<file path="src/hw/rtl/grpe_ram.sv">
// Generic single-clock RAM, one write and one read port, registered read data.
module grpe_ram #(
  parameter int unsigned WIDTH = 8,
  parameter int unsigned DEPTH = 256
) (
  input  logic                     clk_i,
  input  logic                     we_i,
  input  logic [$clog2(DEPTH)-1:0] waddr_i,
  input  logic [WIDTH-1:0]         wdata_i,
  input  logic                     re_i,
  input  logic [$clog2(DEPTH)-1:0] raddr_i,
  output logic [WIDTH-1:0]         rdata_o
);

  logic [WIDTH-1:0] mem_q [DEPTH];
  logic [WIDTH-1:0] rdata_q;

  always_ff @(posedge clk_i) begin
    if (we_i) begin
      mem_q[waddr_i] <= wdata_i;
    end
    if (re_i) begin
      rdata_q <= mem_q[raddr_i];
    end
  end

  assign rdata_o = rdata_q;

endmodule

</file>
<file path="config.mk">
export PLATFORM = sky130hd
export DESIGN_NAME = grpe_ram
export DESIGN_NICKNAME = d
export VERILOG_FILES = /design/src/hw/rtl/grpe_ram.sv
export SDC_FILE = /design/constraint.sdc
export NUM_CORES = 2
export LEC_CHECK = 0
export ABC_AREA = 1
export BUFFER_PORTS_ARGS = -buffer_cell sky130_fd_sc_hd__buf_2
export CORE_MARGIN = 3
export CORE_UTILIZATION = 41
export CTS_CLUSTER_DIAMETER = 100
export DETAILED_ROUTE_END_ITERATION = 16
export PLACE_DENSITY = 0.63
export SLEW_MARGIN = 40
export SYNTH_ARGS = -nofsm -noshare
export SYNTH_HDL_FRONTEND = slang
export SYNTH_SLANG_ARGS = --single-unit
</file>
<file path="constraint.sdc">
create_clock -name clk_i -period 6.55 [get_ports clk_i]
set_clock_uncertainty 0.2 [all_clocks]
set_input_delay 1.31 -clock clk_i [delete_from_list [all_inputs] [get_ports clk_i]]
set_output_delay 1.31 -clock clk_i [all_outputs]
set_load 0.02 [all_outputs]
</file>
### Yosys cells after proc, flatten, opt, wreduce, memory -nomap -nowiden

Memories as Yosys holds them, arrays and structs flattened. A register that Yosys moved wholly into a read port is not among the register bits.
Index checks and enable logic that the tools add are counted.

* flip-flop bits (word level): 0
* RAM bits: 2048
* bits of input ports: 27
* memories kept: 1

* muxes and demuxes: 2

Memory list
* mem_q: depth 256, width 8, read ports 1, clocked after memory_dff 1, write ports 1, line 15 `logic [WIDTH-1:0] mem_q [DEPTH];`

Operator list (number)
* two-way mux 1 bit: 2

### Longest topological paths before layout

* depth after elaboration: 2
* mapped depth: 15

### Least setup slack after synthesis

Ideal clock, no wire load.

* path type: input-to-reg
* start point: input we_i
* end point: memory mem_q[162][0], enable pin
* library setup time: 0.370 ns
* arrival: 2.431 ns
* required time: 5.980 ns
* slack: 3.549 ns
* stages on the path: 4
* buffers on the path: 2
* cell sequence: clkbuf_1 -> nand3_1 -> clkbuf_1 -> nor2_1

* word-level cells in the longest chain between the ends: 2

RTL lines
* start: declaration: line 7 `input logic we_i,`
* two-way mux 1 bit: line 19 `if (we_i) begin`
* two-way mux 1 bit (implied by the code): line 20 `mem_q[waddr_i] <= wdata_i;`
* end: declaration: line 15

No other way between the ends.

==> summary.txt <==
Finish
  – Fillers: 17.82k
  – Share of cells above drive strength 1: 0.06852
  – Fin nets: 6865
  – Footprint of the multi-input gates: 19340 um2
  – Reg area: 61740 um2
  – Area grow syn2layout: 10.74%

Worst setup path
  – Worst Path Arrival: 4.42 ns
  – Most used cell, CP: nand3_1
  – Crit Path Category: in -> reg
  – Startpoint Class: input pin
  – CP Cell Sequence: buf_8, inv_16, buf_16, buf_12, nand2_1, nand3_1, nand3_1, nand3_1, nand3_1, nand3_1, nand3_1, nand2_1, nand2_1, nand2_1
  – CP max-delay cell: buf_8
  – Worst-path fanout max: 123
  – Crit path to: rdata_o[5]
  – R2r endpoint: rdata_o[5]
  – Worst reg2reg path startpoint: mem_q[187][5]
  – Crit path largest cell delay: 0.50 ns
  – Crit path launch: raddr_i[0]
  – Req. time, crit path: 6.95 ns
  – CP endpoint kind: flip-flop
  – R2r worst-path depth: 10
  – R2R setup slack: 4.16 ns

Synthesis
  – Yosys Warn Count: 0
  – Top_reg_cell synth: edfxtp_1
  – Cell variety after synth: 13
  – Mean Syn Cell Area: 11.92 um2
  – Number of flops mapped to enable cells by yosys: 2056
  – Net Count, Synth: 7030
  – Synth top area share: 0.7396
  – Most frequent cell after synthesis: nand2_1
  – Ys async rst share: 0
  – Synth area leaders: edfxtp_1, nand3_1, nand2_1
  – Synthesis-stage register bit count: 2056
  – Seq/Total Area, Yosys: 0.7396
  – Cell Area, Synth: 83480 um2
  – Synth Instances: 7003
  – Commonest cells post-synth: nand2_1, edfxtp_1, nand3_1
  – Largest area contributor in the netlist: edfxtp_1

STA
  – Final setup TNS: 0 ns
  – Crit share post-route: 0.6139
  – Final Setup Violations: 0
  – Tightest Pin Transition: 0.9444 ns
  – Max Transition Viols Final: 0
  – Peak Freq: 248.7 MHz
  – Slew HR: 0.3704
  – RSZ-0062 raised after global routing: no
  – Min Tclk post-route: 4.021 ns
  – Fin. Hold Viols: 0

Die
  – CORE AREA: 201100 um2
  – I/O Pins: 35
  – Die Y: 457.2 um
  – Die X: 457.2 um
  – Die area: 209100 um2
  – Rows: 164
  – Initial Util: 0.4151

Global route
  – Met1 Track Usage GR: 0.2967
  – Global-route wire length before repair: 341800 um
  – GRT overflow: 0
  – Met2 usage: 0.3401
  – Met3 GRT Util: 0.04195
  – Via count of the first global-routing pass: 51.35k
  – Largest net degree at the start of global routing: 177
  – Initial antenna violation count: 10
  – GRT Total Usage: 0.2157
  – GRT busiest layer: met2

Placement
  – GP Congestion: 0.8834
  – Post-DP HPWL: 128000 um
  – IO Port Bufs: 34

Outcome
  – Run status: finished clean

Detailed routing
  – Avg WL per Cell: 23.86 um
  – Via density per instance: 5.607
  – Routed WL: 230600 um
  – Iter 0 DRT Violations: 6586
  – DR DRC count: 0
  – Via count: 54.20k
  – Remaining antenna violation count: 0
  – Drt pass-1 iters: 6

Clock network
  – H-tree depth: 4
  – Post_cts resized: 0
  – Post-cts hold buffer count: 0
  – Longest Clk Path Bufs: 3
  – CTS tree: yes
  – Total CTS buffers: 200
  – Clock insertion delay at the later pin of the skew report: 0.85 ns
  – Clock sinks: 2056
  – Post-CTS setup buffer count: 0
  – Clock transition at path regs: 0.06 ns
  – Clk Tree Root Cell: clkbuf_16

Power and ir drop
  – Pwr dens: 296.8 nW/um2
  – VDD IR max: 0.3233 mV
  – Leak pwr: 31.52 nW
  – Overall Power: 27.44 mW

Min path
  – Worst min path class: in -> reg

Flow run
  – Max Cap Viol: 0
[power by group]
group	leakage (nW)	internal [mW]	total, mW	switching (mW)
Sequential	18.5	14.5	14.5	0.0113
Combinational	9.90	0.379	1.66	1.28
Clock	3.14	6.30	11.3	4.95
Total	31.5	21.2	27.4	6.25
[how the worst min path moves through the flow]
stage	end	depth (start not counted)	slack, ns	start
floorplan	rdata_o[0]	10	0.71	mem_q[40][0]
global placement	rdata_o[0]	10	0.81	mem_q[20][0]
detailed placement	rdata_o[0]	10	0.80	mem_q[20][0]
CTS	mem_q[105][5]	1	0.43	wdata_i[5]
global route	mem_q[105][5]	1	0.45	wdata_i[5]
finish	mem_q[105][5]	1	0.48	wdata_i[5]
[flip-flops by register name (all words and copies together), names as in the netlist]
signal and cells:
mem_q 2048, rdata_o 8
[critical path, delay by kind of cell]
kind                   cells  cell delay [ns]
AND/OR/NAND/NOR           10             1.37
buffers and inverters      4             1.46
[logic make-up after synthesis]
kind of cell	Yosys count	share of synthesized area
DFF	2056	0.7396
buffers and inverters	522	0.03116
and+or+nand+nor	4425	0.2292
[cell usage in the layout, fill, tap and decap left out]
cell type	netlist	layout
clkinv_2	0	49
inv_6	0	4
diode_2	0	5
buf_16	0	9
clkinvlp_4	0	3
buf_6	16	4
buf_2	268	22
inv_16	0	3
clkinv_1	0	46
nand2_4	0	4
nor2_2	0	61
inv_12	0	1
buf_8	1	11
nand2_1	2123	2111
nor2_1	283	222
inv_8	0	3
bufinv_16	0	15
nand3_1	2019	2019
buf_12	0	30
clkbuf_16	0	204
edfxtp_1	2056	2056
inv_4	1	1
clkinv_16	0	2
nand2_2	0	8
inv_1	36	33
clkbuf_1	112	38
buf_4	46	40
clkinv_8	0	4
clkinv_4	0	2
[per-stage QoR]
stage               setup WS (ns)    util  hold slack, ns  std cells  area, um2
floorplan                   3.549       -          0.7109       7003      83480
global placement            1.644  0.4257          0.8129       9283      85600
detailed placement          1.760  0.4268          0.8030       9288      85830
CTS                         2.668  0.4585          0.4332       9657      92190
global route                2.441  0.4597          0.4481       9665      92440
finish                      2.529  0.4597          0.4784       9666      92440
[metal layers]
layer  share of wire  routed length (um)
met3           0.087               20100
met5               0                   0
met1            0.41               93980
met4           0.040                9261
met2            0.47              107300
[layout make-up]
type	count	area share
Clock buffer	242	0.05677
Clock inverter	127	0.01207
Sequential cell	2056	0.6679
Antenna cell	5	0.0001354
Timing Repair Buffer	116	0.01589
Multi-Input combinational cell	4425	0.2092
Inverter	39	0.002084
Tap cell	2656	0.03595
Power figures use the tool's default switching activity.
