## src/hw/rtl/grpe_pkg.sv

```systemverilog
// Shared types, register codes and constants of the glyph row pixel expander.
package grpe_pkg;

  // Default sizes, handed to the top-level parameters
  localparam int unsigned MAX_GLYPH_WIDTH_DEF = 32;
  localparam int unsigned STORE_DEPTH_DEF     = 32768;

  // Codes at or above this are never looked up
  localparam int unsigned MAX_GLYPHS  = 256;
  // Entries in the queue between front and back
  localparam int unsigned QUEUE_DEPTH = 2;

  localparam int unsigned BYTE_W = 8;

  // Stand-in glyph for codes beyond the font: '?'
  localparam logic [7:0] SUBST_CODE = 8'h3F;

  localparam logic OP_LOAD = 1'b0;
  localparam logic OP_DRAW = 1'b1;

  typedef enum logic [2:0] {
    REG_LINE_STRIDE  = 3'd0,
    REG_GLYPH_WIDTH  = 3'd1,
    REG_GLYPH_HEIGHT = 3'd2,
    REG_GLYPH_COUNT  = 3'd3,
    REG_GLYPH_BYTES  = 3'd4
  } cfg_reg_e;

  typedef struct packed {
    logic [13:0] line_stride;
    logic [5:0]  glyph_width;
    logic [5:0]  glyph_height;
    logic [8:0]  glyph_count;
    logic [7:0]  glyph_bytes;
  } cfg_t;

  localparam cfg_t CFG_RESET = '{
    line_stride:  14'd1024,
    glyph_width:  6'd8,
    glyph_height: 6'd16,
    glyph_count:  9'd256,
    glyph_bytes:  8'd16
  };

  // One queued operation: a font byte load or a classified glyph row draw
  typedef struct packed {
    logic        op;         // OP_LOAD or OP_DRAW
    logic [16:0] addr;       // load index, or first store byte of the row
    logic [7:0]  data;       // load byte
    logic [5:0]  width;      // saturated glyph width, nonzero for draws
    logic [2:0]  row_bytes;  // store bytes per glyph row
    logic [26:0] line_off;   // (origin_y + row) * line_stride, mod 2^27
    logic [12:0] origin_x;
    logic [31:0] fore_colour;
    logic [31:0] back_colour;
  } q_entry_t;

endpackage

```

## src/hw/rtl/grpe_fifo.sv

```systemverilog
// Short queue of classified operations between the front and the back.
module grpe_fifo (
  input  logic               clk_i,
  input  logic               rst_ni,
  input  logic               push_i,
  input  grpe_pkg::q_entry_t entry_i,
  output logic               full_o,
  input  logic               pop_i,
  output logic               empty_o,
  output grpe_pkg::q_entry_t head_o
);
  import grpe_pkg::*;

  localparam int unsigned PW = (QUEUE_DEPTH > 1) ? $clog2(QUEUE_DEPTH) : 1;
  localparam int unsigned CW = $clog2(QUEUE_DEPTH + 1);

  q_entry_t        slot_q [QUEUE_DEPTH];
  logic [PW-1:0]   wr_ptr_q, wr_ptr_d;
  logic [PW-1:0]   rd_ptr_q, rd_ptr_d;
  logic [CW-1:0]   cnt_q, cnt_d;
  logic            do_push, do_pop;

  assign full_o  = (cnt_q == CW'(QUEUE_DEPTH));
  assign empty_o = (cnt_q == '0);
  assign head_o  = slot_q[rd_ptr_q];

  assign do_push = push_i && !full_o;
  assign do_pop  = pop_i && !empty_o;

  always_comb begin
    wr_ptr_d = wr_ptr_q;
    rd_ptr_d = rd_ptr_q;
    cnt_d    = cnt_q;
    if (do_push) begin
      wr_ptr_d = (wr_ptr_q == PW'(QUEUE_DEPTH - 1)) ? '0 : wr_ptr_q + PW'(1);
    end
    if (do_pop) begin
      rd_ptr_d = (rd_ptr_q == PW'(QUEUE_DEPTH - 1)) ? '0 : rd_ptr_q + PW'(1);
    end
    if (do_push && !do_pop) begin
      cnt_d = cnt_q + CW'(1);
    end else if (do_pop && !do_push) begin
      cnt_d = cnt_q - CW'(1);
    end
  end

  always_ff @(posedge clk_i or negedge rst_ni) begin
    if (!rst_ni) begin
      wr_ptr_q <= '0;
      rd_ptr_q <= '0;
      cnt_q    <= '0;
    end else begin
      wr_ptr_q <= wr_ptr_d;
      rd_ptr_q <= rd_ptr_d;
      cnt_q    <= cnt_d;
    end
  end

  always_ff @(posedge clk_i) begin
    if (do_push) begin
      slot_q[wr_ptr_q] <= entry_i;
    end
  end

endmodule

```

## config.mk

```make
export PLATFORM = sky130hd
export DESIGN_NAME = grpe_fifo
export DESIGN_NICKNAME = d
export VERILOG_FILES = /design/src/hw/rtl/grpe_pkg.sv /design/src/hw/rtl/grpe_fifo.sv
export SDC_FILE = /design/constraint.sdc
export NUM_CORES = 1
export LEC_CHECK = 0
export BUFFER_PORTS_ARGS = -buffer_cell sky130_fd_sc_hd__buf_4
export CORE_MARGIN = 2
export CORE_UTILIZATION = 56
export DETAILED_ROUTE_END_ITERATION = 10
export PLACE_DENSITY = 0.84
export SLEW_MARGIN = 20
export SYNTH_ARGS = -nofsm -noshare
export SYNTH_HDL_FRONTEND = slang
export SYNTH_SLANG_ARGS = --single-unit
```

## constraint.sdc

```tcl
create_clock -name clk_i -period 18.1 [get_ports clk_i]
set_input_delay 1.81 -clock clk_i [delete_from_list [all_inputs] [get_ports clk_i]]
set_output_delay 1.81 -clock clk_i [all_outputs]
set_load 0.1 [all_outputs]
```

# Word-level counts from Yosys, hierarchy flattened
# Memory sizes are Yosys's and may differ from the RTL's.
# Index checks and enable logic that the tools add are counted.
word_totals:
  mem_bits_rw: 278
  out_inout_bits: 141
  register_bits: 4
  mem_count: 1
  in_bits: 143
op_classes:
  eq_ne: 1
  mux: 6
  add_sub_neg: 4
  n_reduce_logical: 10
memory_table:
  columns: ["memory", "depth", "word_bits", "rd", "rd_clocked_by_memory_dff", "write_ports", "line_no", "rtl"]
  rows:
  - ["slot_q", 2, 139, 1, 0, 1, "grpe_fifo.sv:17", "q_entry_t slot_q [QUEUE_DEPTH];"]
op_table:
  columns: ["operator", "n"]
  rows:
  - ["1-bit logical AND", 4]
  - ["1-bit zero test", 4]
  - ["1-bit 2-to-1 mux", 4]
  - ["2-bit 2-to-1 mux", 2]
  - ["1-bit adder, second input constant", 2]
  - ["2-bit by 1-bit adder with 2-bit output, second input constant", 1]
  - ["2-bit equality test, second input constant", 1]
  - ["2-bit zero test", 1]
  - ["2-bit nonzero test", 1]
  - ["2-bit by 1-bit subtractor with 2-bit output, second input constant", 1]

# Logic depth before layout (Yosys ltp)
depth:
  depth_word: 7
  ltp_mapped: 7

# Least setup slack after synthesis
# OpenSTA, ideal clock, no wires.
synth_path:
  kind: "input-to-reg"
  startpoint: "input port push_i"
  endpoint: "memory slot_q[0][0] in the netlist's numbering, enable pin"
  setup_slack_ns: 9.789
  arrival_time_ns: 7.672
  required_ns: 17.461
  path_stages: 2
  n_path_buf: 0
  cell_sequence: "nand2_1 > nor2_1"
synth_between:
  elab_chain_len: 3
synth_rtl:
  columns: ["item", "line_no", "rtl"]
  rows:
  - ["from (decl)", "grpe_fifo.sv:5", "input logic push_i,"]
  - ["1-bit logical AND", "grpe_fifo.sv:27", "assign do_push = push_i && !full_o;"]
  - ["1-bit 2-to-1 mux", "grpe_fifo.sv:60", "if (do_push) begin"]
  - ["1-bit 2-to-1 mux (not written as such)", "grpe_fifo.sv:61", "slot_q[wr_ptr_q] <= entry_i;"]
  - ["to (decl)", "grpe_fifo.sv:17", null]
# Every way passes these cells.

==> impl_summary.txt <==
----------------------------------------------------
[Clock tree]
  Max clock buf depth ... 3
  Worst-Skew Late Latency ... 0.53 ns
  Post_cts resized ... 0
  Number of buffers inserted during clock tree synthesis ... 28
  H-tree levels ... 1
  CTS root buffer ... sky130_fd_sc_hd__clkbuf_16
  TritonCTS clock tree ... built
  Hold bufs inserted after CTS ... 0
  Register clock-pin slew on the reported worst setup and hold paths ... 0.06 ns
  Number of sinks driven by the clock tree ... 282
  Postcts setup bufs ... 0

[Worst setup path]
  Data arrival time at the worst-slack endpoint ... 3.63 ns
  Data required, critical path ... 16.29 ns
  Cell depth of the worst flop-to-flop path ... 3
  Type of the setup path with the least slack ... reg -> out
  Launching element type of the critical path ... flip-flop
  Crit. End Element ... output port
  Crit-path max FO ... 52

[Yosys]
  Warnings from Yosys ... 0
  Number of nets produced by synthesis ... 596
  Post-synth design cell area ... 0.0106 sq mm
  Share of the yosys chip area belonging to registers ... 0.794
  Post-Syn Instances ... 452
  Yosys cell types ... 16
  Syn avg cell area ... 23.5 sq um
  Count of state elements after synthesis ... 282

[Timing]
  Post-Route Hold Slack ... 0.550 ns
  RSZ-0062 raised after global routing ... no
  Slew of the pin with the lowest slew margin ... 1.07 ns
  Pins over their slew limit ... 0
  Shortest clock period the worst path allows after layout ... 5.44 ns
  Number of setup violations in the final report ... 0
  Setup skew after layout ... 0.0137 ns
  Total count of hold-check failures in the final report ... 0
  Fmax ... 184 MHz
  Tightest slew margin relative to the limit ... 0.286
  Total negative setup slack ... 0 ns
  Final worst-path cycle share ... 0.301

[Final layout]
  Number of inserted filler cells in the final layout ... 1076
  Leading cell types in the layout, fill and taps excluded ... sky130_fd_sc_hd__buf_4 (288), sky130_fd_sc_hd__edfxtp_1 (278), sky130_fd_sc_hd__mux2_4 (100)
  Synthesis-to-layout area growth ... 30.8%
  Final-stage net count ... 898
  Count of inserted antenna diode cells ... 0
  Summed area of non-filler cells in the final layout ... 0.0139 sq mm
  Fraction of layout cells with a size suffix above 1 ... 0.609
  Leading cell type in the layout, fill and taps excluded ... sky130_fd_sc_hd__buf_4

[Detailed routing]
  ANT nets after route ... 0
  Routed via count ... 5283
  Ratio of routed vias to standard cells ... 5.24
  Post-detailed-routing wire length ... 20.9 mm
  Final routed wire length divided by cell count ... 20.7 um
  First drt pass iteration count ... 5
  Detailed router's first-iteration violation count ... 294
  Residual DRC ... 0

[Min path]
  Class of the worst hold path ... reg -> reg
  Min-Delay Path Depth ... 1

[Place]
  Gpl congestion ... 0.798
  Post-detailed-placement cell area ... 0.0130 sq mm
  IO buf count ... 283
  Detailed placement HPWL ... 14.1 mm

[Global routing]
  Combined global-route utilization of all metal layers ... 0.197
  Global-route wire length before repair ... 30.2 mm
  Global-route congestion overflow total ... 0
  Initial antenna violation count ... 0
  Pin count of the biggest net entering global routing ... 78
  Via count of the first global-routing pass ... 5442

[Floorplanning]
  Chip Width ... 142 um
  Number of rows created at floorplan ... 50
  IO Count ... 284
  Chip Height ... 142 um
  Starting Density ... 0.569
  Placeable core region ... 0.0187 sq mm
  Die footprint ... 0.0201 sq mm

[Run]
  Count of max-cap constraint violations ... 0

[Outcome]
  Run status ... finished clean

----------------------------------------------------
logic make-up after synthesis:
family	after synthesis	synth area share
compound gates	1	0.000470
buf+inv	18	0.0156
mux	139	0.182
fa+ha+maj	1	0.00118
xor+xnor	5	0.00412
simple gates	6	0.00259
flops	282	0.794
metrics by stage:
step           cells  setup WS, ns  utilization
3_3_place_gp     958         13.25        0.693
6_report        1009         12.66        0.744
5_1_grt         1009         12.48        0.744
2_1_floorplan    452          9.79            -
3_5_place_dp     958         13.15        0.693
4_1_cts         1009         12.58        0.744
cell usage after synthesis (all sizes together):
library cell    n  area, sq um
inv             2         7.51
nor2            3         11.3
buf            16          159
dfrtp           4          100
xnor2           3         26.3
and3            1         6.26
ha              1         12.5
edfxtp        278         8350
xor2            2         17.5
mux2          139         1940
nand2b          1         6.26
o21ai           1         5.00
nand2           1         3.75
critical path, cell delays in order (launching register included):
cell and delay (ns):
sky130_fd_sc_hd__dfrtp_4 0.92, sky130_fd_sc_hd__buf_4 0.82, sky130_fd_sc_hd__buf_4 0.72, sky130_fd_sc_hd__mux2_4 0.36, sky130_fd_sc_hd__buf_4 0.23
final timing paths:
check / startpoint / end / slack (ns)
worst max register to register: cnt_q[0]$_DFFE_PN0P_ / slot_q[1][135]$_DFFE_PP_ / 15.39
worst max-delay path: rd_ptr_q$_DFFE_PN0P_ / head_o[85] / 12.66
worst min-delay path: cnt_q[1]$_DFFE_PN0P_ / cnt_q[1]$_DFFE_PN0P_ / 0.55
worst min register to register: cnt_q[1]$_DFFE_PN0P_ / cnt_q[1]$_DFFE_PN0P_ / 0.55
max in group asynchronous: rst_ni / rd_ptr_q$_DFFE_PN0P_ / 16.92
min in group asynchronous: rst_ni / cnt_q[0]$_DFFE_PN0P_ / 1.07
per-layer routing:
layer | vias to the layer above | part of all wire | GRT usage
met5 | - | 0 | 0
met4 | 0 | 0.028 | 0.0668
met3 | 40 | 0.098 | 0.0675
met2 | 274 | 0.50 | 0.337
met1 | 2572 | 0.38 | 0.236
li1 | 2397 | - | -
layout make-up:
type | instances | area [sq um] | area share
Clock buffer | 33 | 741 | 0.0532
Clock inverter | 18 | 221 | 0.0159
Inverter | 2 | 7.51 | 0.000539
Multi-Input combinational cell | 152 | 2040 | 0.147
Sequential cell | 282 | 8450 | 0.607
Tap cell | 234 | 293 | 0.0210
Timing Repair Buffer | 288 | 2160 | 0.155
sequential cells by signal (all words and copies together), names as in the netlist:
signal,count
cnt_q,2
rd_ptr_q,1
slot_q,278
wr_ptr_q,1
Power is left out: the tool's default activity adds up to more than one toggle a clock period on the data nets, which glitch-free logic cannot reach.
