File: src/hw/rtl/grpe_pkg.sv
// Shared types, register codes and constants of the glyph row pixel expander.
package grpe_pkg;

  // Default sizes, handed to the top-level parameters
  localparam int unsigned MAX_GLYPH_WIDTH_DEF = 32;
  localparam int unsigned STORE_DEPTH_DEF     = 32768;

  // Codes at or above this are never looked up
  localparam int unsigned MAX_GLYPHS  = 256;
  // Entries in the queue between front and back
  localparam int unsigned QUEUE_DEPTH = 2;

  localparam int unsigned BYTE_W = 8;

  // Stand-in glyph for codes beyond the font: '?'
  localparam logic [7:0] SUBST_CODE = 8'h3F;

  localparam logic OP_LOAD = 1'b0;
  localparam logic OP_DRAW = 1'b1;

  typedef enum logic [2:0] {
    REG_LINE_STRIDE  = 3'd0,
    REG_GLYPH_WIDTH  = 3'd1,
    REG_GLYPH_HEIGHT = 3'd2,
    REG_GLYPH_COUNT  = 3'd3,
    REG_GLYPH_BYTES  = 3'd4
  } cfg_reg_e;

  typedef struct packed {
    logic [13:0] line_stride;
    logic [5:0]  glyph_width;
    logic [5:0]  glyph_height;
    logic [8:0]  glyph_count;
    logic [7:0]  glyph_bytes;
  } cfg_t;

  localparam cfg_t CFG_RESET = '{
    line_stride:  14'd1024,
    glyph_width:  6'd8,
    glyph_height: 6'd16,
    glyph_count:  9'd256,
    glyph_bytes:  8'd16
  };

  // One queued operation: a font byte load or a classified glyph row draw
  typedef struct packed {
    logic        op;         // OP_LOAD or OP_DRAW
    logic [16:0] addr;       // load index, or first store byte of the row
    logic [7:0]  data;       // load byte
    logic [5:0]  width;      // saturated glyph width, nonzero for draws
    logic [2:0]  row_bytes;  // store bytes per glyph row
    logic [26:0] line_off;   // (origin_y + row) * line_stride, mod 2^27
    logic [12:0] origin_x;
    logic [31:0] fore_colour;
    logic [31:0] back_colour;
  } q_entry_t;

endpackage

File: src/hw/rtl/grpe_if.sv
// Handshake channels of the glyph row pixel expander: items in, pixels out, config.
interface grpe_in_if;
  logic        valid;
  logic        ready;
  logic        operation;
  logic [14:0] store_index;
  logic [7:0]  store_value;
  logic [7:0]  char_code;
  logic [12:0] origin_x;
  logic [12:0] origin_y;
  logic [4:0]  row_in_glyph;
  logic [31:0] fore_colour;
  logic [31:0] back_colour;

  modport source (
    output valid, operation, store_index, store_value, char_code, origin_x, origin_y,
           row_in_glyph, fore_colour, back_colour,
    input  ready
  );
  modport sink (
    input  valid, operation, store_index, store_value, char_code, origin_x, origin_y,
           row_in_glyph, fore_colour, back_colour,
    output ready
  );
endinterface


File: src/hw/rtl/grpe_front.sv
// Front end: takes items, substitutes codes, drops empty draws, precomputes addresses.
module grpe_front #(
  parameter int unsigned MAX_GLYPH_WIDTH = grpe_pkg::MAX_GLYPH_WIDTH_DEF
) (
  input  grpe_pkg::cfg_t     cfg_i,
  grpe_in_if.sink            item_i,
  input  logic               full_i,
  output logic               push_o,
  output grpe_pkg::q_entry_t entry_o
);
  import grpe_pkg::*;

  logic [7:0]  code_sub;
  logic [5:0]  width_sat;
  logic [2:0]  row_bytes;
  logic [15:0] glyph_base;
  logic [7:0]  row_base;
  logic [13:0] line_y;
  logic [27:0] line_prod;
  logic        keep;

  always_comb begin
    // unsigned code; anything beyond the font draws the stand-in glyph
    code_sub = item_i.char_code;
    if (({1'b0, item_i.char_code} >= cfg_i.glyph_count) ||
        ({1'b0, item_i.char_code} >= 9'(MAX_GLYPHS))) begin
      code_sub = SUBST_CODE;
    end

    width_sat = (cfg_i.glyph_width > 6'(MAX_GLYPH_WIDTH)) ? 6'(MAX_GLYPH_WIDTH)
                                                           : cfg_i.glyph_width;
    row_bytes = 3'((width_sat + 6'd7) >> 3);

    glyph_base = code_sub * cfg_i.glyph_bytes;
    row_base   = item_i.row_in_glyph * row_bytes;

    line_y    = 14'(item_i.origin_y) + 14'(item_i.row_in_glyph);
    line_prod = line_y * cfg_i.line_stride;

    keep = (item_i.operation == OP_LOAD) ||
           ((code_sub != '0) &&
            ({1'b0, item_i.row_in_glyph} < cfg_i.glyph_height) &&
            (width_sat != '0));
  end

  always_comb begin
    entry_o.op          = item_i.operation;
    entry_o.addr        = (item_i.operation == OP_LOAD) ? 17'(item_i.store_index)
                                                        : 17'(glyph_base) + 17'(row_base);
    entry_o.data        = item_i.store_value;
    entry_o.width       = width_sat;
    entry_o.row_bytes   = row_bytes;
    entry_o.line_off    = line_prod[26:0];
    entry_o.origin_x    = item_i.origin_x;
    entry_o.fore_colour = item_i.fore_colour;
    entry_o.back_colour = item_i.back_colour;
  end

  // dropped draws are still taken, they just never reach the queue
  assign item_i.ready = !full_i;
  assign push_o       = item_i.valid && !full_i && keep;

endmodule

File: src/flat_wrapper.sv
// flat-port wrapper written by rule: the top's interface ports become plain ports
module grpe_front_flat import grpe_pkg::*;
#(
  parameter int unsigned MAX_GLYPH_WIDTH = grpe_pkg::MAX_GLYPH_WIDTH_DEF
)
  (cfg_i, full_i, push_o, entry_o, item_i_valid, item_i_operation, item_i_store_index, item_i_store_value, item_i_char_code, item_i_origin_x, item_i_origin_y, item_i_row_in_glyph, item_i_fore_colour, item_i_back_colour, item_i_ready);
  grpe_in_if item_i_i ();
  input  grpe_pkg::cfg_t cfg_i;
  input  logic full_i;
  output logic push_o;
  output grpe_pkg::q_entry_t entry_o;
  input wire logic [$bits(item_i_i.valid)-1:0] item_i_valid;
  input wire logic [$bits(item_i_i.operation)-1:0] item_i_operation;
  input wire logic [$bits(item_i_i.store_index)-1:0] item_i_store_index;
  input wire logic [$bits(item_i_i.store_value)-1:0] item_i_store_value;
  input wire logic [$bits(item_i_i.char_code)-1:0] item_i_char_code;
  input wire logic [$bits(item_i_i.origin_x)-1:0] item_i_origin_x;
  input wire logic [$bits(item_i_i.origin_y)-1:0] item_i_origin_y;
  input wire logic [$bits(item_i_i.row_in_glyph)-1:0] item_i_row_in_glyph;
  input wire logic [$bits(item_i_i.fore_colour)-1:0] item_i_fore_colour;
  input wire logic [$bits(item_i_i.back_colour)-1:0] item_i_back_colour;
  output wire logic [$bits(item_i_i.ready)-1:0] item_i_ready;
  assign item_i_i.valid = item_i_valid;
  assign item_i_i.operation = item_i_operation;
  assign item_i_i.store_index = item_i_store_index;
  assign item_i_i.store_value = item_i_store_value;
  assign item_i_i.char_code = item_i_char_code;
  assign item_i_i.origin_x = item_i_origin_x;
  assign item_i_i.origin_y = item_i_origin_y;
  assign item_i_i.row_in_glyph = item_i_row_in_glyph;
  assign item_i_i.fore_colour = item_i_fore_colour;
  assign item_i_i.back_colour = item_i_back_colour;
  assign item_i_ready = item_i_i.ready;
  grpe_front #(.MAX_GLYPH_WIDTH(MAX_GLYPH_WIDTH)) u_core (.cfg_i(cfg_i), .item_i(item_i_i), .full_i(full_i), .push_o(push_o), .entry_o(entry_o));
endmodule
File: config.mk
export PLATFORM = sky130hd
export DESIGN_NAME = grpe_front_flat
export DESIGN_NICKNAME = d
export VERILOG_FILES = /design/src/hw/rtl/grpe_pkg.sv /design/src/hw/rtl/grpe_if.sv /design/src/hw/rtl/grpe_front.sv /design/src/flat_wrapper.sv
export SDC_FILE = /design/constraint.sdc
export NUM_CORES = 1
export LEC_CHECK = 0
export ABC_AREA = 1
export BUFFER_PORTS_ARGS = -buffer_cell sky130_fd_sc_hd__clkbuf_2
export CAP_MARGIN = 0
export CELL_PAD_IN_SITES_DETAIL_PLACEMENT = 0
export CELL_PAD_IN_SITES_GLOBAL_PLACEMENT = 1
export CORE_ASPECT_RATIO = 2
export CORE_UTILIZATION = 35
export DETAILED_ROUTE_END_ITERATION = 10
export PLACE_DENSITY = 0.78
export SYNTH_ARGS = -nofsm -noshare
export SYNTH_HDL_FRONTEND = slang
export SYNTH_SLANG_ARGS = --single-unit
File: constraint.sdc
create_clock -name vclk -period 14.7
set_input_delay 2.205 -clock vclk [all_inputs]
set_output_delay 2.205 -clock vclk [all_outputs]
set_load 0.02 [all_outputs]
Yosys cells after proc, flatten, opt, wreduce, memory -nomap -nowiden
Cells that the tools add are included.

Flip-flop bits (word level): 0. Input port bits: 172. Output and inout port bits: 141. Logic and storage cells: 21.

$add $sub $neg: 3. $mul: 3. Magnitude comparators: 3. Multiplexer cells: 3. Bitwise logic cells: 1. Reduce and logical (&&, ||, !) cells: 8.

Operators with widths (count): $mul 14x14->27 (1); $add 16x8->17 (1); $mux 17 (1); $mul 8x8->16 (1); $add 13x5->14 (1); $ge 8x9->1 (1); $mul 5x3->8 (1); $mux 8 (1); $reduce_bool 8->1 (1); $add 6x3->6 const B (1); $gt 6x6->1 const B (1); $lt 5x6->1 (1); $mux 6 (1); $reduce_bool 6->1 (1); $logic_and 1x1->1 (4); $logic_not 1->1 (1); $logic_or 1x1->1 (1); $not 1->1 (1).

Logic depth before layout (Yosys ltp)
Word-level depth: 7. Mapped depth: 35. Depth with buffers taken out: 35.

Worst setup path before layout
Ideal clock, no wire load.

Path kind: input -> output. Start point: input item_i_row_in_glyph[0]. End point: output entry_o[89] (netlist name). Data arrival time: 8.117 ns. Required time: 12.495 ns. Path slack: 4.378 ns. Stages: 29. Path buffers: 0. Cell sequence: ha_1 inv_1 fa_1 inv_1 nand3_1 nand2_1 nand2_1 a21oi_2 or2_1 nand2_1 inv_2 nand2_1 fa_1 fa_1 inv_1 fa_1 inv_1 fa_1 inv_1 fa_1 inv_1 fa_1 inv_1 ha_1 a21oi_1 nand2_1 a21oi_1 o21ai_0 xor2_1.

RTL lines: from (decl) (line flat_wrapper.sv:19) `input wire logic [$bits(item_i_i.row_in_glyph)-1:0] item_i_row_in_glyph;`; to (decl) (line flat_wrapper.sv:11) `output grpe_pkg::q_entry_t entry_o;`.

==> qor.yml <==
setup_path:
  crit_arrival_ps: 9090
  crit_path_frequent_cell: "inv_1"
  slowest_stage: "fa_1"
  slowest_delay_ps: 540
  crit_family: "adder cells"
  worstPathRequired_ps: 12490
  path_buf_inv: 12
  worstSetupStartpointType: "primary input"
  worstSetupPathType: "in -> out"
  crit_path_end_kind: "output pin"
  crit_fanout: 9
routing:
  dr_total_vias: 10012
  detail-route-antenna-nets: 0
  wl_um: 35500
  wl_per_cell_um: 17.1
  drc: 0
  drt-initial-drc-count: 355
  drtPass1Iterations: 6
  vias_per_cell: 4.84
final_layout:
  finalNetCount: 2161
  final_util_pct: 37.0
  fin_cells: 2069
  final_cell_mix: "inv_1, nand2_1, nor2_1, fa_1, ha_1"
  drive_gt1_share_pct: 10.8
  area_growth_pct: 4.71
  final_common_cell: "inv_1"
  regArea_um2: 0
  nFlopsAndLatches: 0
  clkbuf_count: 0
placed_design:
  dp_cells: 2067
  hpwl_um: 32800
  place.gp.congestion: 0.985
  io_buffer_count: 143
synthesis:
  synth-simple-area-share_pct: 23.0
  syn_avg_cell_area_um2: 7.09
  synth_fa_ha_area_share_pct: 50.9
  ys_warn_count: 0
  ys_seq_area_share_pct: 0
  muxShareOfSynthArea_pct: 0
  netlist_instances: 1602
  synth_area_um2: 11400
  synth_top_family_by_area: "adder cells"
  synth_xor_area_share_pct: 1.77
  syn-num-nets: 2121
  synth_compound_area_share_pct: 4.93
  ys_types: 39
grt:
  gr-usage-met3_pct: 2.32
  grt_pass1_wl_um: 55900
  grt-busiest-layer: "met2"
  overflow: 0
  grt_max_degree: 19
  use_met2_pct: 46.5
  grtUsageTotal_pct: 22.2
  antenna_found_initial: 2
  use_met1_pct: 18.0
  grt_pass1_vias: 11176
timing:
  timing.fmax_mhz: 88.5
  finalCritPeriodShare_pct: 76.9
  slew_violations: 0
  hold_viol: 0
  tns_ps: 0
  rsz0062_at_grt: "no"
  finalCriticalPeriod_ps: 11300
  slew_headroom_pct: 46.9
  worst_pin_slew_ps: 796
  setup_viol: 0
floorplanning:
  die_h_um: 257
  num_rows: 93
  core_area_um2: 32100
  fp.dieW_um: 129
  initial_utilization_pct: 35.4
  dieArea_um2: 33200
  ios: 313
job:
  maxCapViolations: 0
outcome:
  outcome: "completed"
clocking:
  holdBufCountCts: 0
  postCtsSetupBuffers: 0
  post_cts_resized: 0
worst_hold_path:
  hold_path_class: "in -> out"
[logic make-up after synthesis]
group                      count (synthesis)
AOI/OAI and AO/OA                        102
xor gates and xnor gates                  23
adders and majority gates                347
buffers and inverters                    498
and+or+nand+nor                          632
[cell type report]
class	instances	area, um^2
Multi-Input combinational cell	1104	9150
Inverter	391	1470
Tap cell	427	534
Timing Repair Buffer	145	731
Fill cell	3560	20200
Antenna cell	2	5.00
[synthesized netlist by cell type (all sizes together)]
cell type | instances | share of area, %
a21boi | 1 | 0.066
a21o | 6 | 0.40
a21oi | 51 | 2.3
a22oi | 1 | 0.066
a31oi | 3 | 0.17
buf | 91 | 6.0
clkbuf | 16 | 0.53
clkinv | 4 | 0.13
fa | 191 | 34
ha | 156 | 17
inv | 387 | 13
nand2 | 324 | 11
nand3 | 73 | 3.3
nand3b | 1 | 0.066
nand4 | 12 | 0.72
nor2 | 198 | 6.8
nor3 | 8 | 0.35
nor3b | 1 | 0.066
nor4 | 3 | 0.17
o21a | 1 | 0.066
o21ai | 34 | 1.5
o21bai | 4 | 0.30
o22ai | 1 | 0.055
or2 | 12 | 0.66
xnor2 | 10 | 0.77
xor2 | 13 | 1.0
[routing by layer]
| metal | vias up | routed length [um] |
|---|---|---|
| li1 | 4780 | - |
| met1 | 4771 | 10400 |
| met2 | 325 | 21000 |
| met3 | 134 | 1240 |
| met4 | 2 | 2830 |
| met5 | - | 31 |
[metrics by stage]
stage / instance area [um^2] / setup WS (ps) / hold slack, ps
final: 11900 / 3400 / 4410
after detailed placement: 11900 / 3380 / 4410
after global routing: 11900 / 2920 / 4410
after floorplan: 11400 / 4380 / 4490
after CTS: 11900 / 3330 / 4410
after global placement: 11900 / 3420 / 4410
[final timing paths]
path                                   start           end  slack (ps)  cells after the start
worst min-delay path   item_i_back_colour[0]    entry_o[0]        4410                      0
worst max-delay path  item_i_row_in_glyph[0]  entry_o[103]        3400                     35
Power is not shown: default switching activity piles up to over one toggle a cycle in this logic, so the estimate is an artifact.
