<file path="src/hw/rtl/grpe_pkg.sv">
// Shared types, register codes and constants of the glyph row pixel expander.
package grpe_pkg;

  // Default sizes, handed to the top-level parameters
  localparam int unsigned MAX_GLYPH_WIDTH_DEF = 32;
  localparam int unsigned STORE_DEPTH_DEF     = 32768;

  // Codes at or above this are never looked up
  localparam int unsigned MAX_GLYPHS  = 256;
  // Entries in the queue between front and back
  localparam int unsigned QUEUE_DEPTH = 2;

  localparam int unsigned BYTE_W = 8;

  // Stand-in glyph for codes beyond the font: '?'
  localparam logic [7:0] SUBST_CODE = 8'h3F;

  localparam logic OP_LOAD = 1'b0;
  localparam logic OP_DRAW = 1'b1;

  typedef enum logic [2:0] {
    REG_LINE_STRIDE  = 3'd0,
    REG_GLYPH_WIDTH  = 3'd1,
    REG_GLYPH_HEIGHT = 3'd2,
    REG_GLYPH_COUNT  = 3'd3,
    REG_GLYPH_BYTES  = 3'd4
  } cfg_reg_e;

  typedef struct packed {
    logic [13:0] line_stride;
    logic [5:0]  glyph_width;
    logic [5:0]  glyph_height;
    logic [8:0]  glyph_count;
    logic [7:0]  glyph_bytes;
  } cfg_t;

  localparam cfg_t CFG_RESET = '{
    line_stride:  14'd1024,
    glyph_width:  6'd8,
    glyph_height: 6'd16,
    glyph_count:  9'd256,
    glyph_bytes:  8'd16
  };

  // One queued operation: a font byte load or a classified glyph row draw
  typedef struct packed {
    logic        op;         // OP_LOAD or OP_DRAW
    logic [16:0] addr;       // load index, or first store byte of the row
    logic [7:0]  data;       // load byte
    logic [5:0]  width;      // saturated glyph width, nonzero for draws
    logic [2:0]  row_bytes;  // store bytes per glyph row
    logic [26:0] line_off;   // (origin_y + row) * line_stride, mod 2^27
    logic [12:0] origin_x;
    logic [31:0] fore_colour;
    logic [31:0] back_colour;
  } q_entry_t;

endpackage

</file>
<file path="src/hw/rtl/grpe_if.sv">


interface grpe_out_if;
  logic        valid;
  logic        ready;
  logic [26:0] pixel_offset;
  logic [31:0] pixel_colour;
  logic        last_pixel;

  modport source (output valid, pixel_offset, pixel_colour, last_pixel, input ready);
  modport sink (input valid, pixel_offset, pixel_colour, last_pixel, output ready);
endinterface


</file>
<file path="src/hw/rtl/grpe_back.sv">
// Back end: applies loads, fetches a glyph row, emits one pixel per cycle unless stalled.
module grpe_back #(
  parameter int unsigned MAX_GLYPH_WIDTH = grpe_pkg::MAX_GLYPH_WIDTH_DEF,
  parameter int unsigned STORE_DEPTH     = grpe_pkg::STORE_DEPTH_DEF
) (
  input  logic                           clk_i,
  input  logic                           rst_ni,
  input  logic                           empty_i,
  input  grpe_pkg::q_entry_t             head_i,
  output logic                           pop_o,
  output logic                           ram_we_o,
  output logic [$clog2(STORE_DEPTH)-1:0] ram_waddr_o,
  output logic [7:0]                     ram_wdata_o,
  output logic                           ram_re_o,
  output logic [$clog2(STORE_DEPTH)-1:0] ram_raddr_o,
  input  logic [7:0]                     ram_rdata_i,
  grpe_out_if.source                     pix_o
);
  import grpe_pkg::*;

  localparam int unsigned AW     = $clog2(STORE_DEPTH);
  localparam int unsigned RB_MAX = (MAX_GLYPH_WIDTH + BYTE_W - 1) / BYTE_W;
  localparam int unsigned BUF_W  = RB_MAX * BYTE_W;
  localparam int unsigned CW     = $clog2(RB_MAX + 1);

  localparam logic [1:0] ST_IDLE  = 2'd0;
  localparam logic [1:0] ST_FETCH = 2'd1;
  localparam logic [1:0] ST_EMIT  = 2'd2;

  logic [1:0]       state_q, state_d;
  logic [16:0]      base_q, base_d;
  logic [2:0]       rb_q, rb_d;
  logic [5:0]       width_q, width_d;
  logic [31:0]      fg_q, fg_d;
  logic [31:0]      bg_q, bg_d;
  logic [26:0]      off_q, off_d;
  logic [CW-1:0]    req_q, req_d;
  logic [CW-1:0]    rcv_q, rcv_d;
  logic             rd_vld_q;
  logic [BUF_W-1:0] buf_q, buf_d;
  logic [5:0]       col_q, col_d;

  logic             ovld_q, ovld_d;
  logic [26:0]      ooff_q, ooff_d;
  logic [31:0]      ocol_q, ocol_d;
  logic             olast_q, olast_d;

  logic             out_free;
  logic             emit;
  logic             pix_last;
  logic [16:0]      rd_addr;

  assign pop_o       = (state_q == ST_IDLE) && !empty_i;
  assign ram_we_o    = pop_o && (head_i.op == OP_LOAD);
  assign ram_waddr_o = head_i.addr[AW-1:0];
  assign ram_wdata_o = head_i.data;

  assign rd_addr     = base_q + 17'(req_q);
  assign ram_re_o    = (state_q == ST_FETCH) && (3'(req_q) < rb_q);
  assign ram_raddr_o = rd_addr[AW-1:0];

  assign out_free = !ovld_q || pix_o.ready;
  assign emit     = (state_q == ST_EMIT) && out_free;
  assign pix_last = (col_q == width_q - 6'd1);

  always_comb begin
    state_d = state_q;
    base_d  = base_q;
    rb_d    = rb_q;
    width_d = width_q;
    fg_d    = fg_q;
    bg_d    = bg_q;
    off_d   = off_q;
    req_d   = req_q;
    rcv_d   = rcv_q;
    buf_d   = buf_q;
    col_d   = col_q;

    case (state_q)
      ST_IDLE: begin
        if (pop_o && (head_i.op == OP_DRAW)) begin
          base_d  = head_i.addr;
          rb_d    = head_i.row_bytes;
          width_d = head_i.width;
          fg_d    = head_i.fore_colour;
          bg_d    = head_i.back_colour;
          off_d   = head_i.line_off + 27'(head_i.origin_x);
          req_d   = '0;
          rcv_d   = '0;
          col_d   = '0;
          state_d = ST_FETCH;
        end
      end
      ST_FETCH: begin
        if (ram_re_o) begin
          req_d = req_q + CW'(1);
        end
        if (rd_vld_q) begin
          // byte k of the row lands k bytes below the top, so column 0 is the MSB
          for (int k = 0; k < RB_MAX; k++) begin
            if (rcv_q == CW'(k)) begin
              buf_d[BUF_W - 1 - k * BYTE_W -: BYTE_W] = ram_rdata_i;
            end
          end
          rcv_d = rcv_q + CW'(1);
          if (3'(rcv_q) == rb_q - 3'd1) begin
            state_d = ST_EMIT;
          end
        end
      end
      ST_EMIT: begin
        if (emit) begin
          buf_d = buf_q << 1;
          off_d = off_q + 27'd1;
          col_d = col_q + 6'd1;
          if (pix_last) begin
            state_d = ST_IDLE;
          end
        end
      end
      default: begin
        state_d = ST_IDLE;
      end
    endcase
  end

  always_comb begin
    ovld_d  = ovld_q;
    ooff_d  = ooff_q;
    ocol_d  = ocol_q;
    olast_d = olast_q;
    if (out_free) begin
      ovld_d = emit;
      if (emit) begin
        ooff_d  = off_q;
        ocol_d  = buf_q[BUF_W-1] ? fg_q : bg_q;
        olast_d = pix_last;
      end
    end
  end

  always_ff @(posedge clk_i or negedge rst_ni) begin
    if (!rst_ni) begin
      state_q  <= ST_IDLE;
      req_q    <= '0;
      rcv_q    <= '0;
      rd_vld_q <= 1'b0;
      ovld_q   <= 1'b0;
    end else begin
      state_q  <= state_d;
      req_q    <= req_d;
      rcv_q    <= rcv_d;
      rd_vld_q <= ram_re_o;
      ovld_q   <= ovld_d;
    end
  end

  always_ff @(posedge clk_i) begin
    base_q  <= base_d;
    rb_q    <= rb_d;
    width_q <= width_d;
    fg_q    <= fg_d;
    bg_q    <= bg_d;
    off_q   <= off_d;
    buf_q   <= buf_d;
    col_q   <= col_d;
    ooff_q  <= ooff_d;
    ocol_q  <= ocol_d;
    olast_q <= olast_d;
  end

  assign pix_o.valid        = ovld_q;
  assign pix_o.pixel_offset = ooff_q;
  assign pix_o.pixel_colour = ocol_q;
  assign pix_o.last_pixel   = olast_q;

`ifndef SYNTHESIS
  a_no_port_clash: assert property (@(posedge clk_i) disable iff (!rst_ni)
    !(ram_we_o && ram_re_o))
    else $error("store written and read in the same cycle");

  a_rdata_in_fetch: assert property (@(posedge clk_i) disable iff (!rst_ni)
    rd_vld_q |-> (state_q == ST_FETCH))
    else $error("store read data returned outside row fetch");

  a_rcv_behind_req: assert property (@(posedge clk_i) disable iff (!rst_ni)
    (state_q == ST_FETCH) |-> (rcv_q <= req_q))
    else $error("more row bytes received than requested");

  a_last_ends_row: assert property (@(posedge clk_i) disable iff (!rst_ni)
    (emit && pix_last) |=> (state_q == ST_IDLE) && ovld_q && olast_q)
    else $error("last pixel did not close the row");
`endif

endmodule

</file>
<file path="src/flat_wrapper.sv">
// flat-port wrapper written by rule: the top's interface ports become plain ports
module grpe_back_flat import grpe_pkg::*;
#(
  parameter int unsigned MAX_GLYPH_WIDTH = grpe_pkg::MAX_GLYPH_WIDTH_DEF,
  parameter int unsigned STORE_DEPTH     = grpe_pkg::STORE_DEPTH_DEF
)
  (clk_i, rst_ni, empty_i, head_i, pop_o, ram_we_o, ram_waddr_o, ram_wdata_o, ram_re_o, ram_raddr_o, ram_rdata_i, pix_o_valid, pix_o_pixel_offset, pix_o_pixel_colour, pix_o_last_pixel, pix_o_ready);
  grpe_out_if pix_o_i ();
  input  logic clk_i;
  input  logic rst_ni;
  input  logic empty_i;
  input  grpe_pkg::q_entry_t head_i;
  output logic pop_o;
  output logic ram_we_o;
  output logic [$clog2(STORE_DEPTH)-1:0] ram_waddr_o;
  output logic [7:0] ram_wdata_o;
  output logic ram_re_o;
  output logic [$clog2(STORE_DEPTH)-1:0] ram_raddr_o;
  input  logic [7:0] ram_rdata_i;
  output wire logic [$bits(pix_o_i.valid)-1:0] pix_o_valid;
  output wire logic [$bits(pix_o_i.pixel_offset)-1:0] pix_o_pixel_offset;
  output wire logic [$bits(pix_o_i.pixel_colour)-1:0] pix_o_pixel_colour;
  output wire logic [$bits(pix_o_i.last_pixel)-1:0] pix_o_last_pixel;
  input wire logic [$bits(pix_o_i.ready)-1:0] pix_o_ready;
  assign pix_o_valid = pix_o_i.valid;
  assign pix_o_pixel_offset = pix_o_i.pixel_offset;
  assign pix_o_pixel_colour = pix_o_i.pixel_colour;
  assign pix_o_last_pixel = pix_o_i.last_pixel;
  assign pix_o_i.ready = pix_o_ready;
  grpe_back #(.MAX_GLYPH_WIDTH(MAX_GLYPH_WIDTH), .STORE_DEPTH(STORE_DEPTH)) u_core (.clk_i(clk_i), .rst_ni(rst_ni), .empty_i(empty_i), .head_i(head_i), .pop_o(pop_o), .ram_we_o(ram_we_o), .ram_waddr_o(ram_waddr_o), .ram_wdata_o(ram_wdata_o), .ram_re_o(ram_re_o), .ram_raddr_o(ram_raddr_o), .ram_rdata_i(ram_rdata_i), .pix_o(pix_o_i));
endmodule
</file>
<file path="config.mk">
export PLATFORM = sky130hd
export DESIGN_NAME = grpe_back_flat
export DESIGN_NICKNAME = d
export VERILOG_FILES = /design/src/hw/rtl/grpe_pkg.sv /design/src/hw/rtl/grpe_if.sv /design/src/hw/rtl/grpe_back.sv /design/src/flat_wrapper.sv
export SDC_FILE = /design/constraint.sdc
export NUM_CORES = 1
export LEC_CHECK = 0
export ABC_AREA = 1
export BUFFER_PORTS_ARGS = -buffer_cell sky130_fd_sc_hd__buf_4
export CAP_MARGIN = 20
export CORE_ASPECT_RATIO = 0.6
export CORE_MARGIN = 10
export CORE_UTILIZATION = 50
export DETAILED_ROUTE_END_ITERATION = 12
export PLACE_DENSITY_LB_ADDON = 0.15
export SLEW_MARGIN = 20
export SYNTH_ARGS = -nofsm -noshare
export SYNTH_HDL_FRONTEND = slang
export SYNTH_SLANG_ARGS = --single-unit
</file>
<file path="constraint.sdc">
create_clock -name clk_i -period 4.87 [get_ports clk_i]
set_input_delay 0.2435 -clock clk_i [delete_from_list [all_inputs] [get_ports clk_i]]
set_output_delay 0.2435 -clock clk_i [all_outputs]
set_load 0.005 [all_outputs]
</file>
# Word-level counts from Yosys, hierarchy flattened
# Index checks and enable logic that the tools add are counted.
[op_classes]
addsub = 8
n_lt_le_gt_ge = 1
n_eq_ne = 17
muxes = 25
bitwise = 1
n_reduce_logical = 23
[ops]
columns = ["op", "count"]
rows = [
  ["two-way mux 32 bit", 3],
  ["case mux 32 bit (2 select lines)", 1],
  ["two-way mux 27 bit", 2],
  ["case mux 27 bit (2 select lines)", 1],
  ["two-way mux 8 bit", 4],
  ["adder 27 x 1 -> 27 bit, second input constant", 1],
  ["adder 27 x 13 -> 27 bit", 1],
  ["AND reduction 4 bit", 4],
  ["adder 15 x 3 -> 15 bit", 1],
  ["two-way mux 6 bit", 2],
  ["!= test 2 bit, second input constant", 6],
  ["case mux 3 bit (2 select lines)", 2],
  ["case mux 6 bit (2 select lines)", 1],
  ["two-way mux 2 bit", 5],
  ["two-way mux 3 bit", 3],
  ["AND reduction 3 bit", 3],
  ["!= test 2 x 1 -> 1 bit, second input constant", 4],
  ["adder 3 x 1 -> 3 bit, second input constant", 2],
  ["adder 6 x 1 -> 6 bit, second input constant", 1],
  ["== test 3 x 2 -> 1 bit, second input constant", 2],
  ["== test 6 bit", 1],
  ["case mux 2 bit (3 select lines)", 1],
  ["nonzero test 2 bit", 3],
  ["subtractor 6 x 1 -> 6 bit, second input constant", 1],
  ["14 further kinds", 20],
]
[word_totals]
register_bits = 223
input_bits = 151
output_inout_bits = 102
elab_cells = 94

# Longest topological paths before layout
[logic_depth]
depth_word = 5
depth_mapped = 13

# Least setup slack after synthesis
# Ideal clock, no wire load.
[synth_timing]
path_type = "register to register"
from = "register u_core.state_q[1]"
to = "register u_core.buf_q[10], enable pin"
setup_time_ns = 0.373
arrival_ns = 3.997
setup_slack_ns = 0.501
path_stages_with_launch = 7
period_less_slack_ns = 4.369
path_cell_list = "dfrtp_1 > inv_2 > nor2_4 > inv_2 > nor2_1 > nor2_1 > nor2_1"
[synth_between]
elab_chain_cells = 4
word_cells_on_any_way = 8
cone_classes = "eq/ne: 5; reduce/logical: 3"
[synth_lines]
columns = ["item", "line", "text"]
rows = [
  ["start: declaration", "grpe_back.sv:30", "logic [1:0] state_q, state_d;"],
  ["start signal: assignment", "grpe_back.sv:150", "state_q <= state_d;"],
  ["== test 2 bit", "grpe_back.sv:63", "assign emit = (state_q == ST_EMIT) && out_free;"],
  ["logical AND 1 bit", "grpe_back.sv:63", ""],
  ["via u_core.emit", "grpe_back.sv:49", "logic emit;"],
  ["!= test 2 x 1 -> 1 bit (no source line)", "--", ""],
  ["AND reduction 4 bit (no source line)", "--", ""],
  ["end signal: assignment", "grpe_back.sv:165", "buf_q <= buf_d;"],
  ["end: declaration", "grpe_back.sv:40", "logic [BUF_W-1:0] buf_q, buf_d;"],
]
# The timed path passes the listed nets, and every way through them passes these cells.
# A chain may end at the register's enable or synchronous reset.

# Final worst setup path
[layout_timing]
from = "register u_core.req_q[0]"
to = "output ram_raddr_o[14]"
[layout_between]
elab_chain_cells = 1
[layout_lines]
columns = ["item", "line", "text"]
rows = [
  ["start: declaration", "grpe_back.sv:37", "logic [CW-1:0] req_q, req_d;"],
  ["start signal: assignment", "grpe_back.sv:151", "req_q <= req_d;"],
  ["adder 15 x 3 -> 15 bit", "grpe_back.sv:58", "assign rd_addr = base_q + 17'(req_q);"],
  ["end: declaration", "flat_wrapper.sv:18", "output logic [$clog2(STORE_DEPTH)-1:0] ram_raddr_o;"],
]
# No other way between the ends.

==> results.json <==
{
  "synth_top_area_share_pct": 59.23,
  "tns_ps": 0,
  "cp-end-kind": "primary output",
  "netSwitchingFraction_pct": 32.48,
  "vdd_drop_max_mv": 0.4398,
  "cp_data_arrival_time_ps": 2710,
  "drtIter0Drc": 534,
  "fmax_mhz": 338.8,
  "ff_latch_area_um2": 6646,
  "die_w_um": 209.7,
  "cp_slowest_cell": "dfrtp_1",
  "grt_pass1_wl_um": 43110,
  "synthCells": 1022,
  "maxCapViolations": 0,
  "vias_per_cell": 4.993,
  "die_area_um2": 28070,
  "drtPass1Iterations": 5,
  "rows": 41,
  "finalMaxSlewViolations": 0,
  "cts_buffers": 21,
  "finClkSkew_ps": 15.16,
  "cp-start-kind": "flip-flop",
  "nets": 1517,
  "multi_input_area_um2": 3486,
  "cts-htree-levels": 1,
  "gp_congestion": 0.9045,
  "p_leak_uw": 0.006183,
  "die_y_um": 133.8,
  "fin_cells": 1629,
  "antenna_found_initial": 0,
  "numPortBuffers": 234,
  "drive_gt1_share_pct": 23.87,
  "area_delta_synth_final_pct": 32.02,
  "seqPwrFrac_pct": 46.9,
  "ys_seq_area_share_pct": 61.55,
  "cts_resized": 0,
  "grt_start_max_net_pins": 64,
  "core_region_area_um2": 21140,
  "slowest_delay_ps": 410,
  "fill_cells": 1625,
  "hold_violations": 0,
  "outcome": "finished clean",
  "tritoncts": "built",
  "post-place-ws_ps": 2290,
  "p_int_uw": 4593,
  "ys_seq_elements": 223,
  "critPathKind": "flip-flop to primary output",
  "syn_area_um2": 10800,
  "io_pins": 253,
  "synth_nets": 1203,
  "dp_hpwl_um": 19310,
  "worst_ep_required_time_ps": 4630,
  "cts_buffer_depth": 3,
  "cpLargestDelayFamily": "simple AND/OR/NAND/NOR gates",
  "setup_viol": 0,
  "min_period_ps": 2951,
  "cp_cell_sequence": "ha_1, inv_1, fa_1, nor2_1, o21ai_1, nor2_2, nand3_2, nor2_1, nand2_1, xnor2_1, buf_4",
  "timing.final.crit_share_pct": 60.60,
  "relSlewSlack_pct": 31.43,
  "cp_max_fo": 5,
  "grt_pass1_vias": 8205,
  "p_sw_uw": 2210,
  "synth.largest_area_cell": "edfxtp_1",
  "drc_errors": 0,
  "grt_usage_pct": 18.91,
  "reg2reg_slack_ps": 2250,
  "cpMostUsedCell": "nor2_1",
  "ys_types": 37,
  "clockPowerShare_pct": 22.4,
  "crit_buf_inv": 2,
  "ant_nets": 0,
  "start_util_pct": 51.10,
  "finalPower_uw": 6802,
  "clk_pin_slew_worst_paths_ps": 70,
  "dp.cells": 1502,
  "routed_wirelength_um": 27340,
  "avgSynthCellArea_um2": 10.57,
  "overflow": 0,
  "vias": 8134,
  "tightest_slew_ps": 1029,
  "holdCritPathClass": "primary input to asynchronous set/reset pin",
  "yosys-top-cells-area": "edfxtp_1 (59%), nand2_1 (10%), inv_1 (4.1%)",
  "setup_ws_ps": 1919,
  "ys_warn_count": 0,
  "p_per_area_nw_per_um2": 477.1,
  "clock_sinks": 223,
  "clk_latency_ps": 490,
  "rsz0062_at_grt": "false",
  "avgRoutedWirePerCell_um": 16.78,
  "cts_root_buf": "clkbuf_16",
  "comb_power_share_pct": 30.7
}
registers in the layout (all words and copies together) (netlist names), 2 cells and up:
name                       flops
u_core.base_q                 15
u_core.bg_q                   32
u_core.buf_q                  32
u_core.col_q                   6
u_core.fg_q                   32
u_core.off_q                  27
u_core.pix_o.pixel_colour     32
u_core.pix_o.pixel_offset     27
u_core.rb_q                    3
u_core.rcv_q                   3
u_core.req_q                   3
u_core.state_q                 2
u_core.width_q                 6
through the flow:
| stage | utilization (%) | hold WS [ps] | cell area (um2) |
|---|---|---|---|
| after floorplan | - | -52.09 | 10800 |
| after global placement | 60.16 | 85.07 | 12720 |
| after detailed placement | 60.16 | 85.69 | 12720 |
| after CTS | 67.32 | 97.01 | 14230 |
| after global routing | 67.45 | 122.8 | 14250 |
| final | 67.46 | 121.2 | 14260 |
area by class of cell:
| cell class | count | share of cell area (%) |
|---|---|---|
| Timing Repair Buffer | 328 | 18.97 |
| Antenna cell | 1 | 0.01755 |
| Clock buffer | 26 | 3.817 |
| Sequential cell | 223 | 46.62 |
| Multi-Input combinational cell | 643 | 24.45 |
| Tap cell | 279 | 2.448 |
| Clock inverter | 10 | 0.5353 |
| Inverter | 119 | 3.142 |
layer usage:
layer / track usage, % / vias up / part of all wire [%]
li1: - / 4026 / -
met1: 24.78 / 3848 / 43
met2: 31.91 / 231 / 48
met3: 4.058 / 29 / 6.7
met4: 3.581 / 0 / 1.4
met5: 0 / - / 0
synthesized netlist by cell type, drive strengths merged:
cell type,instances
fa,2
xor2,24
nor2,70
nand3,70
o21ai,26
inv,119
ha,28
xnor2,18
or2,3
mux2,32
and2,3
a31oi,1
nand2,301
nor3,22
o211ai,2
nor4,2
nand4,7
edfxtp,213
dfrtp,10
buf,29
nand3b,5
a21o,1
o22ai,3
a21oi,22
o21bai,1
clkbuf,8
timing repair:
action                                 4_1_cts  5_1_grt
hold buffers                                89        0
endpoints found under the hold margin       98        0
buffers inserted                             0        0
power groups by stage:
| stage | logic, uW | clock network (uW) | registers, uW |
|---|---|---|---|
| after global placement | 1960 | 0 | 3210 |
| after global routing | 2350 | 1640 | 3260 |
| after detailed placement | 2000 | 0 | 3230 |
| after floorplan | 1190 | 0 | 3190 |
| after CTS | 2080 | 1550 | 3190 |
| final | 2090 | 1530 | 3190 |
cell families after synthesis:
kind of cell | synth area share, %
xor+xnor | 3.406
compound gates | 2.734
mux | 3.337
simple gates | 19.01
flops | 61.55
fa+ha+maj | 3.615
buf+inv | 6.349
layout by cell type (no fill, tap or decap), types with 21 or more instances in the layout:
| master | n |
|---|---|
| a21oi_1 | 22 |
| inv_1 | 116 |
| clkbuf_16 | 21 |
| nor2_1 | 60 |
| ha_1 | 28 |
| edfxtp_1 | 213 |
| o21ai_0 | 22 |
| xor2_1 | 24 |
| nand2_1 | 297 |
| nand3_1 | 68 |
| dlygate4sd3_1 | 89 |
| buf_4 | 238 |
| mux2_2 | 31 |
worst register-to-register path, delay by kind of cell (launching register included):
kind	cells	cell delay, ps
flip-flops	1	430
buffers and inverters	2	1320
AND/OR/NAND/NOR	2	510
final timing paths:
check	from	to	cells after the start
min in group clk_i	ram_rdata_i[0]	u_core.buf_q[8]	3
hold reg to reg	u_core.off_q[26]	u_core.pix_o.pixel_offset[26]	0
max in group asynchronous	rst_ni	u_core.pix_o.valid	2
hold / removal	rst_ni	u_core.req_q[2]	2
setup / recovery	u_core.req_q[0]	ram_raddr_o[14]	11
setup reg to reg	u_core.state_q[0]	u_core.bg_q[24]	4
Note: power is estimated with default switching activity, not from simulation.
